<file path="src/rtl/fmp_pkg.sv">
// Shared types and defaults for the Fibonacci matrix-power core.
// No dependencies; used by fmp_mac and fibonacci_matrix_power_core.
package fmp_pkg;

  // Default widths of the result value and of the index
  localparam int VALUE_BITS_DEF = 64;
  localparam int INDEX_BITS_DEF = 31;

  // Which partial product of a split multiply is being formed
  typedef enum logic [1:0] {
    PART_LL,   // low x low, no shift
    PART_LH,   // low of x times high of y, shifted up by the low half width
    PART_HL    // high of x times low of y, shifted up by the low half width
  } part_t;

  // Control from the sequencer to the shared multiply-accumulate unit
  typedef struct packed {
    logic  en;     // issue one partial product this cycle
    logic  clr;    // this partial product starts a new sum
    part_t part;
  } mac_ctrl_t;

endpackage

</file>
<file path="src/rtl/fmp_mac.sv">
// Shared multiply-accumulate unit: one half-width multiplier, registered,
// followed by a wrapping accumulator. Depends on fmp_pkg.
module fmp_mac #(
  parameter int VALUE_BITS = fmp_pkg::VALUE_BITS_DEF
) (
  input  logic                   clk,
  input  logic                   rst,
  input  fmp_pkg::mac_ctrl_t     ctrl,
  input  logic [VALUE_BITS-1:0]  x,
  input  logic [VALUE_BITS-1:0]  y,
  output logic [VALUE_BITS-1:0]  acc
);
  import fmp_pkg::*;

  localparam int LO_BITS = (VALUE_BITS + 1) / 2;
  localparam int PROD_BITS = 2 * LO_BITS;

  logic [LO_BITS-1:0]    x_op;
  logic [LO_BITS-1:0]    y_op;
  logic [PROD_BITS-1:0]  x_ext;
  logic [PROD_BITS-1:0]  y_ext;
  logic [PROD_BITS-1:0]  prod;
  logic [PROD_BITS-1:0]  prod_sh;
  logic [VALUE_BITS-1:0] addend;
  logic                  en_d;
  logic                  clr_d;
  logic                  cross_d;

  // Operand halves for the requested partial product
  always_comb begin
    x_op = x[LO_BITS-1:0];
    y_op = y[LO_BITS-1:0];
    case (ctrl.part)
      PART_LL: begin
        x_op = x[LO_BITS-1:0];
        y_op = y[LO_BITS-1:0];
      end
      PART_LH: begin
        x_op = x[LO_BITS-1:0];
        y_op = LO_BITS'(y[VALUE_BITS-1:LO_BITS]);
      end
      PART_HL: begin
        x_op = LO_BITS'(x[VALUE_BITS-1:LO_BITS]);
        y_op = y[LO_BITS-1:0];
      end
      default: begin
        x_op = x[LO_BITS-1:0];
        y_op = y[LO_BITS-1:0];
      end
    endcase
  end

  assign x_ext = {{(PROD_BITS - LO_BITS){1'b0}}, x_op};
  assign y_ext = {{(PROD_BITS - LO_BITS){1'b0}}, y_op};

  // Cross terms only contribute their low bits, moved up by LO_BITS
  assign prod_sh = prod << LO_BITS;
  assign addend  = cross_d ? prod_sh[VALUE_BITS-1:0] : prod[VALUE_BITS-1:0];

  // Multiplier stage
  always_ff @(posedge clk) begin
    prod    <= x_ext * y_ext;
    cross_d <= (ctrl.part != PART_LL);
    if (rst) begin
      en_d  <= 1'b0;
      clr_d <= 1'b0;
    end else begin
      en_d  <= ctrl.en;
      clr_d <= ctrl.clr;
    end
  end

  // Accumulator stage, wraps modulo 2^VALUE_BITS
  always_ff @(posedge clk) begin
    if (en_d) begin
      acc <= (clr_d ? '0 : acc) + addend;
    end
  end

endmodule

</file>
<file path="src/rtl/fibonacci_matrix_power_core.sv">
// Fibonacci core: raises [[1,1],[1,0]] to the index by square-and-multiply
// and returns Fibonacci(index+1). Depends on fmp_pkg and fmp_mac.
//
// One request at a time: index_stall is high from the cycle after a request
// is taken until its result is loaded into the output register, which then
// waits for the consumer while the next request may already be accepted.
// All work runs through a single half-width multiplier: a matrix product
// forms only the top-left and top-right entries, each a sum of two products
// split into three partial products apiece, and takes the bottom-right entry
// as their difference. Each index bit up to the highest set bit multiplies
// into the result when the bit is set, then squares unless it is the last
// bit. The result wraps modulo 2^VALUE_BITS. No state carries over between
// requests.
module fibonacci_matrix_power_core #(
  parameter int VALUE_BITS = fmp_pkg::VALUE_BITS_DEF,
  parameter int INDEX_BITS = fmp_pkg::INDEX_BITS_DEF
) (
  input  logic                  clk,
  input  logic                  rst,
  input  logic                  index_valid,
  output logic                  index_stall,
  input  logic [INDEX_BITS-1:0] index,
  output logic                  value_valid,
  input  logic                  value_stall,
  output logic [VALUE_BITS-1:0] value
);
  import fmp_pkg::*;

  typedef enum logic [2:0] {
    S_IDLE,
    S_BIT,
    S_ISSUE,
    S_DRAIN1,
    S_DRAIN2,
    S_SHIFT,
    S_DONE
  } state_t;

  state_t                state;
  logic [INDEX_BITS-1:0] e;
  logic [INDEX_BITS-1:0] e_shr;
  // Powers of the Fibonacci matrix are symmetric: keep a, b (= c) and d
  logic [VALUE_BITS-1:0] acc_a, acc_b, acc_d;
  logic [VALUE_BITS-1:0] sq_a, sq_b, sq_d;
  logic [VALUE_BITS-1:0] tmp_a;
  logic                  tgt_sq;   // product goes to sq (squaring) else acc
  logic                  half;     // 0: top-left entry, 1: top-right entry
  logic                  term;     // which of the two products in the sum
  part_t                 part;
  mac_ctrl_t             mac_ctrl;
  logic [VALUE_BITS-1:0] x_a, x_b;
  logic [VALUE_BITS-1:0] mac_x, mac_y;
  logic [VALUE_BITS-1:0] mac_acc;

  assign index_stall = (state != S_IDLE);
  assign e_shr       = e >> 1;

  // Operand selection: r.a = x.a*y.a + x.b*y.b, r.b = x.a*y.b + x.b*y.d
  always_comb begin
    x_a   = tgt_sq ? sq_a : acc_a;
    x_b   = tgt_sq ? sq_b : acc_b;
    mac_x = term ? x_b : x_a;
    case ({half, term})
      2'b00:   mac_y = sq_a;
      2'b01:   mac_y = sq_b;
      2'b10:   mac_y = sq_b;
      2'b11:   mac_y = sq_d;
      default: mac_y = sq_a;
    endcase
  end

  assign mac_ctrl.en   = (state == S_ISSUE);
  assign mac_ctrl.clr  = !term && (part == PART_LL);
  assign mac_ctrl.part = part;

  fmp_mac #(
    .VALUE_BITS (VALUE_BITS)
  ) u_mac (
    .clk  (clk),
    .rst  (rst),
    .ctrl (mac_ctrl),
    .x    (mac_x),
    .y    (mac_y),
    .acc  (mac_acc)
  );

  // Sequencer, matrix registers and output register
  always_ff @(posedge clk) begin
    if (rst) begin
      state       <= S_IDLE;
      value_valid <= 1'b0;
      tgt_sq      <= 1'b0;
      half        <= 1'b0;
      term        <= 1'b0;
      part        <= PART_LL;
    end else begin
      // Output register empties when taken, unless a new result loads now
      if (value_valid && !value_stall && state != S_DONE) begin
        value_valid <= 1'b0;
      end
      case (state)
        S_IDLE: begin
          if (index_valid) begin
            e     <= index;
            acc_a <= VALUE_BITS'(1);
            acc_b <= '0;
            acc_d <= VALUE_BITS'(1);
            sq_a  <= VALUE_BITS'(1);
            sq_b  <= VALUE_BITS'(1);
            sq_d  <= '0;
            state <= S_BIT;
          end
        end
        // Finish when no bits remain; multiply into acc when the current bit is set, else go to the next bit
        S_BIT: begin
          if (e == '0) begin
            state <= S_DONE;
          end else if (e[0]) begin
            tgt_sq <= 1'b0;
            half   <= 1'b0;
            term   <= 1'b0;
            part   <= PART_LL;
            state  <= S_ISSUE;
          end else begin
            state <= S_SHIFT;
          end
        end
        // Three partial products per term, two terms per entry
        S_ISSUE: begin
          case (part)
            PART_LL: part <= PART_LH;
            PART_LH: part <= PART_HL;
            PART_HL: begin
              part <= PART_LL;
              if (term) begin
                term  <= 1'b0;
                state <= S_DRAIN1;
              end else begin
                term <= 1'b1;
              end
            end
            default: part <= PART_LL;
          endcase
        end
        S_DRAIN1: begin
          state <= S_DRAIN2;
        end
        S_DRAIN2: begin
          if (!half) begin
            tmp_a <= mac_acc;
            half  <= 1'b1;
            state <= S_ISSUE;
          end else begin
            half <= 1'b0;
            if (tgt_sq) begin
              sq_a  <= tmp_a;
              sq_b  <= mac_acc;
              sq_d  <= tmp_a - mac_acc;
              state <= S_BIT;
            end else begin
              acc_a <= tmp_a;
              acc_b <= mac_acc;
              acc_d <= tmp_a - mac_acc;
              state <= S_SHIFT;
            end
          end
        end
        // Next bit; square only while higher bits remain
        S_SHIFT: begin
          e <= e_shr;
          if (e_shr != '0) begin
            tgt_sq <= 1'b1;
            half   <= 1'b0;
            term   <= 1'b0;
            part   <= PART_LL;
            state  <= S_ISSUE;
          end else begin
            state <= S_DONE;
          end
        end
        S_DONE: begin
          if (!value_valid || !value_stall) begin
            value       <= acc_a;
            value_valid <= 1'b1;
            state       <= S_IDLE;
          end
        end
        default: state <= S_IDLE;
      endcase
    end
  end

  // A result only appears out of the finishing state
  a_result_from_done: assert property (@(posedge clk) disable iff (rst)
    $rose(value_valid) |-> ($past(state) == S_DONE))
    else $error("result presented outside finishing state");

  // Products into acc happen only for set index bits
  a_mul_on_set_bit: assert property (@(posedge clk) disable iff (rst)
    (state == S_ISSUE && !tgt_sq) |-> e[0])
    else $error("acc product issued for a clear index bit");

  // A taken request starts bit processing next cycle
  a_accept_starts: assert property (@(posedge clk) disable iff (rst)
    (index_valid && !index_stall) |=> (state == S_BIT))
    else $error("accepted request did not start");

  // Matrix powers keep a == b + d
  a_fib_form: assert property (@(posedge clk) disable iff (rst)
    (state == S_BIT) |-> (acc_a == acc_b + acc_d && sq_a == sq_b + sq_d))
    else $error("matrix register lost Fibonacci form");

endmodule
</file>
<file path="config.mk">
export PLATFORM = sky130hd
export DESIGN_NAME = fibonacci_matrix_power_core
export DESIGN_NICKNAME = d
export VERILOG_FILES = /design/src/rtl/fmp_pkg.sv /design/src/rtl/fmp_mac.sv /design/src/rtl/fibonacci_matrix_power_core.sv
export SDC_FILE = /design/constraint.sdc
export NUM_CORES = 2
export LEC_CHECK = 0
export BUFFER_PORTS_ARGS = -buffer_cell sky130_fd_sc_hd__buf_2
export CAP_MARGIN = 10
export CELL_PAD_IN_SITES_DETAIL_PLACEMENT = 0
export CELL_PAD_IN_SITES_GLOBAL_PLACEMENT = 1
export CORE_ASPECT_RATIO = 1.1
export CORE_MARGIN = 2
export CORE_UTILIZATION = 57
export CTS_BUF_LIST = sky130_fd_sc_hd__clkbuf_8
export DETAILED_ROUTE_END_ITERATION = 10
export GPL_TIMING_DRIVEN = 1
export HOLD_SLACK_MARGIN = 0.08
export PLACE_DENSITY = 0.95
export SYNTH_ARGS = -nofsm -noshare
export SYNTH_HDL_FRONTEND = slang
export SYNTH_HIERARCHICAL = 1
export SYNTH_SLANG_ARGS = --single-unit
</file>
<file path="constraint.sdc">
create_clock -name clk -period 26.6 [get_ports clk]
set_input_delay 2.66 -clock clk [delete_from_list [all_inputs] [get_ports clk]]
set_output_delay 2.66 -clock clk [all_outputs]
set_load 0.02 [all_outputs]
</file>
# Word-level counts from Yosys, hierarchy flattened

Index checks and enable logic that the tools add are counted.

Bits in registers: 619
Latch bits: 0
Bits in writable memories: 0
Memory bits (read-only): 0
Input bits: 35
Output and inout port bits: 66
Word-level logic and storage cells: 131
Memories kept: 0

Add/sub/neg operators: 2
$mul: 1
Divide/modulo/power cells: 0
Magnitude comparators: 0
Equal/unequal tests: 22
Shift operators: 0
Multiplexer cells: 55
Bitwise operators: 2
Reduce and logical (&&, ||, !) cells: 30

Operator list:

| kind                                          | count |
|---|---|
| 2-to-1 mux 64 bit                             | 17 |
| one-hot mux 64 bit (2 select lines)           | 5 |
| one-hot mux 64 bit (3 select lines)           | 1 |
| adder 64 bit                                  | 1 |
| multiplier 32 x 32 -> 64 bit                  | 1 |
| 2-to-1 mux 32 bit                             | 2 |
| subtractor 64 bit                             | 1 |
| one-hot mux 31 bit (2 select lines)           | 1 |
| logical NOT 31 bit                            | 1 |
| 2-to-1 mux 31 bit                             | 1 |
| nonzero test 31 bit                           | 1 |
| 2-to-1 mux 3 bit                              | 9 |
| one-hot mux 3 bit (7 select lines)            | 1 |
| inequality test 2 bit, second input constant  | 10 |
| AND reduction 4 bit                           | 4 |
| AND reduction 5 bit                           | 3 |
| 2-to-1 mux 1 bit                              | 10 |
| == test 3 bit, second input constant          | 3 |
| AND reduction 3 bit                           | 3 |
| nonzero test 3 bit                            | 3 |
| nonzero test 2 bit                            | 4 |
| == test 2 bit, second input constant          | 3 |
| == test 3 x 2 -> 1 bit, second input constant | 2 |
| 2-to-1 mux 2 bit                              | 3 |
| 14 further kinds                              | 22 |

# Longest topological paths before layout

Word-level depth: 6
Gate-level depth with buffers: 39
Depth with buffers taken out: 32

# Hierarchy

Netlist, hierarchy kept.

By module, submodules not included:

| module                      | times used | cells each | area each (µm²) | seq. area each (µm²) |
|---|---|---|---|---|
| fmp_mac                     | 1          | 4638       | 41330.9         | 3263.1 |
| fibonacci_matrix_power_core | 1          | 1760       | 23128.4         | 14564.0 |

# Least setup slack after synthesis

Ideal clock, no wire load.

Path type: input to register
From: in rst
To: reg sq_a[0], enable pin
Setup time: 0.808 ns
Arrival: 12.245 ns
Required time: 25.792 ns
Path slack: 13.547 ns
Cell stages on the path: 2
Path buffers: 0
Cell sequence: or3_1 > a21oi_1

Word-level cells in the longest chain between the ends: 2

Ends and longest elaborated chain:

| item                                 | RTL line                           | source |
|---|---|---|
| start, declared                      | fibonacci_matrix_power_core.sv:19  | `input logic rst,` |
| NOT 1 bit (no source line)           | n/a                                |  |
| AND reduction 5 bit (no source line) | n/a                                |  |
| end signal, assigned                 | fibonacci_matrix_power_core.sv:156 | `sq_a <= tmp_a;` |
| end, declared                        | fibonacci_matrix_power_core.sv:44  | `logic [VALUE_BITS-1:0] sq_a, sq_b, sq_d;` |

Every way passes these cells.
A chain may end at the register's enable or synchronous reset.

# Worst setup path in the final report

From: reg term
To: reg u_mac.prod[58]

Word-level cells in the longest chain between the ends: 5
Elaborated cells on any way between the ends: 10
Classes of those cells: 1 x mul; 3 x eq/ne; 4 x mux; 2 x reduce/logical

Ends and longest elaborated chain:

| item                                                           | RTL line                           | source |
|---|---|---|
| start, declared                                                | fibonacci_matrix_power_core.sv:48  | `logic term;` |
| start signal, assigned                                         | fibonacci_matrix_power_core.sv:94  | `term <= 1'b0;` |
| start signal, assigned                                         | fibonacci_matrix_power_core.sv:121 | `term <= 1'b0;` |
| start signal, assigned                                         | fibonacci_matrix_power_core.sv:136 | `term <= 1'b0;` |
| == test 2 bit / == test 2 x 1 -> 1 bit (equally long branches) | fibonacci_matrix_power_core.sv:63  | `case ({half, term})` |
| OR reduction 2 bit (no source line)                            | n/a                                |  |
| one-hot mux 64 bit (3 select lines) (*)                        | fibonacci_matrix_power_core.sv:63  |  |
| via mac_y[17]                                                  | fibonacci_matrix_power_core.sv:52  | `logic [VALUE_BITS-1:0] mac_x, mac_y;` |
| 2-to-1 mux 32 bit (*)                                          | fmp_mac.sv:33                      | `case (ctrl.part)` |
| multiplier 32 x 32 -> 64 bit (*)                               | fmp_mac.sv:62                      | `prod <= x_ext * y_ext;` |
| end signal, assigned                                           | fmp_mac.sv:62                      |  |
| end, declared                                                  | fmp_mac.sv:22                      | `logic [PROD_BITS-1:0] prod;` |

Mark *: on every way through the listed nets, which the timed path passes. The rest lies on a longest branch.

==> impl_metrics.py <==
metrics = {
    "run_status": {
        "outcome": "completed",
    },
    "yosys": {
        "synthesis.instances": 6398,
        "seq_area_frac_synth_pct": 27.66,
        "synth.avg_cell_area_sq_um": 10.07,
        "synth-edff-count": 543,
        "synthesis.nets": 7722,
        "ys_ff_latch": 619,
        "synth.distinct_cells": 98,
        "synthFlopType": "edfxtp_1",
        "yosys_warnings": 6,
        "syn_area_sq_mm": 0.06446,
        "async_flop_share_pct": 0,
    },
    "clocking": {
        "cts_buffer_depth": 3,
        "numCtsBuffers": 100,
        "postCtsSetupRepairBufs": 0,
        "cts_root_buffer": "clkbuf_8",
        "clkLatencyLatePin_ps": 790,
        "path_clk_slew_ps": 70,
        "hold_buffers": 0,
        "htreeDepth": 3,
        "cts_tree": "built",
        "cts_resized": 0,
        "clock-sinks": 619,
    },
    "drt": {
        "num_vias": 49880,
        "drt-initial-drc-count": 6092,
        "wire_per_inst_um": 27.10,
        "ant_nets": 0,
        "wl_mm": 216.1,
        "drt-pass1-iter-count": 6,
        "viasPerCell": 6.253,
        "drc": 0,
    },
    "timing": {
        "post-route-period-util_pct": 43.42,
        "hold_slack_ps": 454.5,
        "hold_violations": 0,
        "setup_viol": 0,
        "clock_skew_ps": 79.65,
        "finalSetupTns_ps": 0,
        "max-slew-margin-rel_pct": 11.97,
        "rsz0062_at_grt": "no",
        "clock.fmax_ghz": 0.08658,
        "worst_pin_slew_ps": 1284,
        "min_period_ps": 11550,
        "drv_slew": 0,
    },
    "floorplanning": {
        "coreArea_sq_mm": 0.1123,
        "die_y_um": 356.7,
        "initial_core_util_pct": 57.38,
        "rows": 129,
        "die_x_um": 324.6,
        "die-area_sq_mm": 0.1158,
        "io_pins": 101,
    },
    "critical_path": {
        "path_buf_inv": 5,
        "required_ps": 27240,
        "slowest_stage": "ha_4",
        "worst-path-stages": 28,
        "crit_path_end_kind": "register",
        "path_class": "reg -> reg",
        "path_max_fanout": 64,
        "critPathMaxStageDelay_ps": 910,
        "path_common_cell": "fa_1",
        "crit_path_start_kind": "register",
        "crit_family": "adder cells",
        "cp.arrival_ps": 12190,
        "r2r_cells": 28,
    },
    "grt": {
        "grt_pass1_vias": 51050,
        "grt_use_met2_pct": 56.85,
        "grt_max_degree": 81,
        "met1_usage_pct": 48.84,
        "antenna_found_initial": 8,
        "gr-total-overflow": 0,
        "grtUsageMet3_pct": 9.958,
        "top_usage_layer": "met2",
        "grt_pass1_wl_mm": 321.9,
        "track_usage_pct": 37.77,
    },
    "cells_and_area": {
        "area_growth_pct": 6.394,
        "final_cell_mix": "inv_1 (1047), fa_1 (898), nor2_1 (774)",
        "drive_gt1_share_pct": 9.740,
        "layout_commonest_cell": "inv_1",
        "final_nets": 7709,
    },
    "placement": {
        "portBuffers": 100,
        "hpwlAfterDp_mm": 166.1,
        "gp_congestion": 1.047,
    },
    "worst_hold_path": {
        "hold_depth": 0,
        "hold_path.class": "reg -> reg",
    },
    "job": {
        "maxCapViolCount": 0,
    },
}
## layer usage
layer | wire length [um] | up-vias | part of all wire [%]
met1 | 77580 | 24810 | 36
met5 | 46 | - | 0.021
met3 | 27660 | 764 | 13
met2 | 93670 | 3431 | 43
li1 | - | 20860 | -
met4 | 17170 | 6 | 7.9
## cell usage after synthesis, drive strengths merged (40+ instances only)
| master | n | area share [%] |
|---|---|---|
| a21o | 98 | 1.1 |
| a21oi | 230 | 1.8 |
| a22oi | 67 | 0.78 |
| and3 | 92 | 0.89 |
| buf | 66 | 0.49 |
| clkbuf | 235 | 1.4 |
| dfxtp | 76 | 2.4 |
| edfxtp | 543 | 25 |
| fa | 898 | 28 |
| ha | 391 | 7.6 |
| inv | 1010 | 5.9 |
| mux2 | 125 | 2.2 |
| mux2i | 67 | 1.0 |
| mux4 | 64 | 2.2 |
| nand2 | 708 | 4.1 |
| nand3 | 40 | 0.31 |
| nand4 | 55 | 0.53 |
| nor2 | 775 | 4.5 |
| nor2b | 108 | 1.0 |
| nor3 | 66 | 0.53 |
| o21ai | 183 | 1.4 |
| o21bai | 46 | 0.54 |
| xnor2 | 105 | 1.4 |
| xor2 | 62 | 0.84 |
## cells by family after synthesis
logic type	after synthesis	share of synthesized area (%)
xor+xnor	167	2.269
simple gates	1938	12.98
mux	256	5.460
fa+ha+maj	1289	35.48
compound gates	817	8.397
flops	619	27.66
buf+inv	1312	7.757
## area by class of cell
| type | instances | area [sq um] |
|---|---|---|
| fillers | 9256 | 43760 |
| repair buffers | 187 | 1154 |
| inverters | 1010 | 3791 |
| diodes | 2 | 5.005 |
| multi-input cells | 4467 | 41890 |
| flip-flops and latches | 619 | 17840 |
| clock inverters | 75 | 506.7 |
| well taps | 1506 | 1884 |
| clock buffers | 110 | 1514 |
## path summary, 6_finish.rpt
| path | start | endpoint | slack [ps] |
|---|---|---|---|
| max | term$_SDFFE_PP0P_ | u_mac/prod[58]$_DFF_P_ | 15050 |
| min | acc_a[3]$_DFFE_PP_ | value[3]$_DFFE_PP_ | 450 |
| max reg2reg | term$_SDFFE_PP0P_ | u_mac/prod[58]$_DFF_P_ | 15050 |
| min reg2reg | acc_a[3]$_DFFE_PP_ | value[3]$_DFFE_PP_ | 450 |
## registers in the layout (all words and copies together), names as in the netlist, 2 cells and up
name,count
acc_a,64
acc_b,64
e,31
part,2
sq_a,64
sq_b,64
sq_d,64
state,3
tmp_a,64
u_mac/acc,64
u_mac/prod,64
value,64
## per-stage QoR
stage	util [%]	std cells	setup slack, ps	area (sq um)
after floorplan	-	6398	13550	64460
after global placement	59.25	7789	15240	66560
after detailed placement	59.25	7789	15100	66560
after CTS	61.04	7974	15070	68580
after global routing	61.05	7975	14560	68580
final	61.05	7976	15050	68580
Power is not shown: default switching activity piles up to over one toggle a cycle in this logic, so the estimate is an artifact.
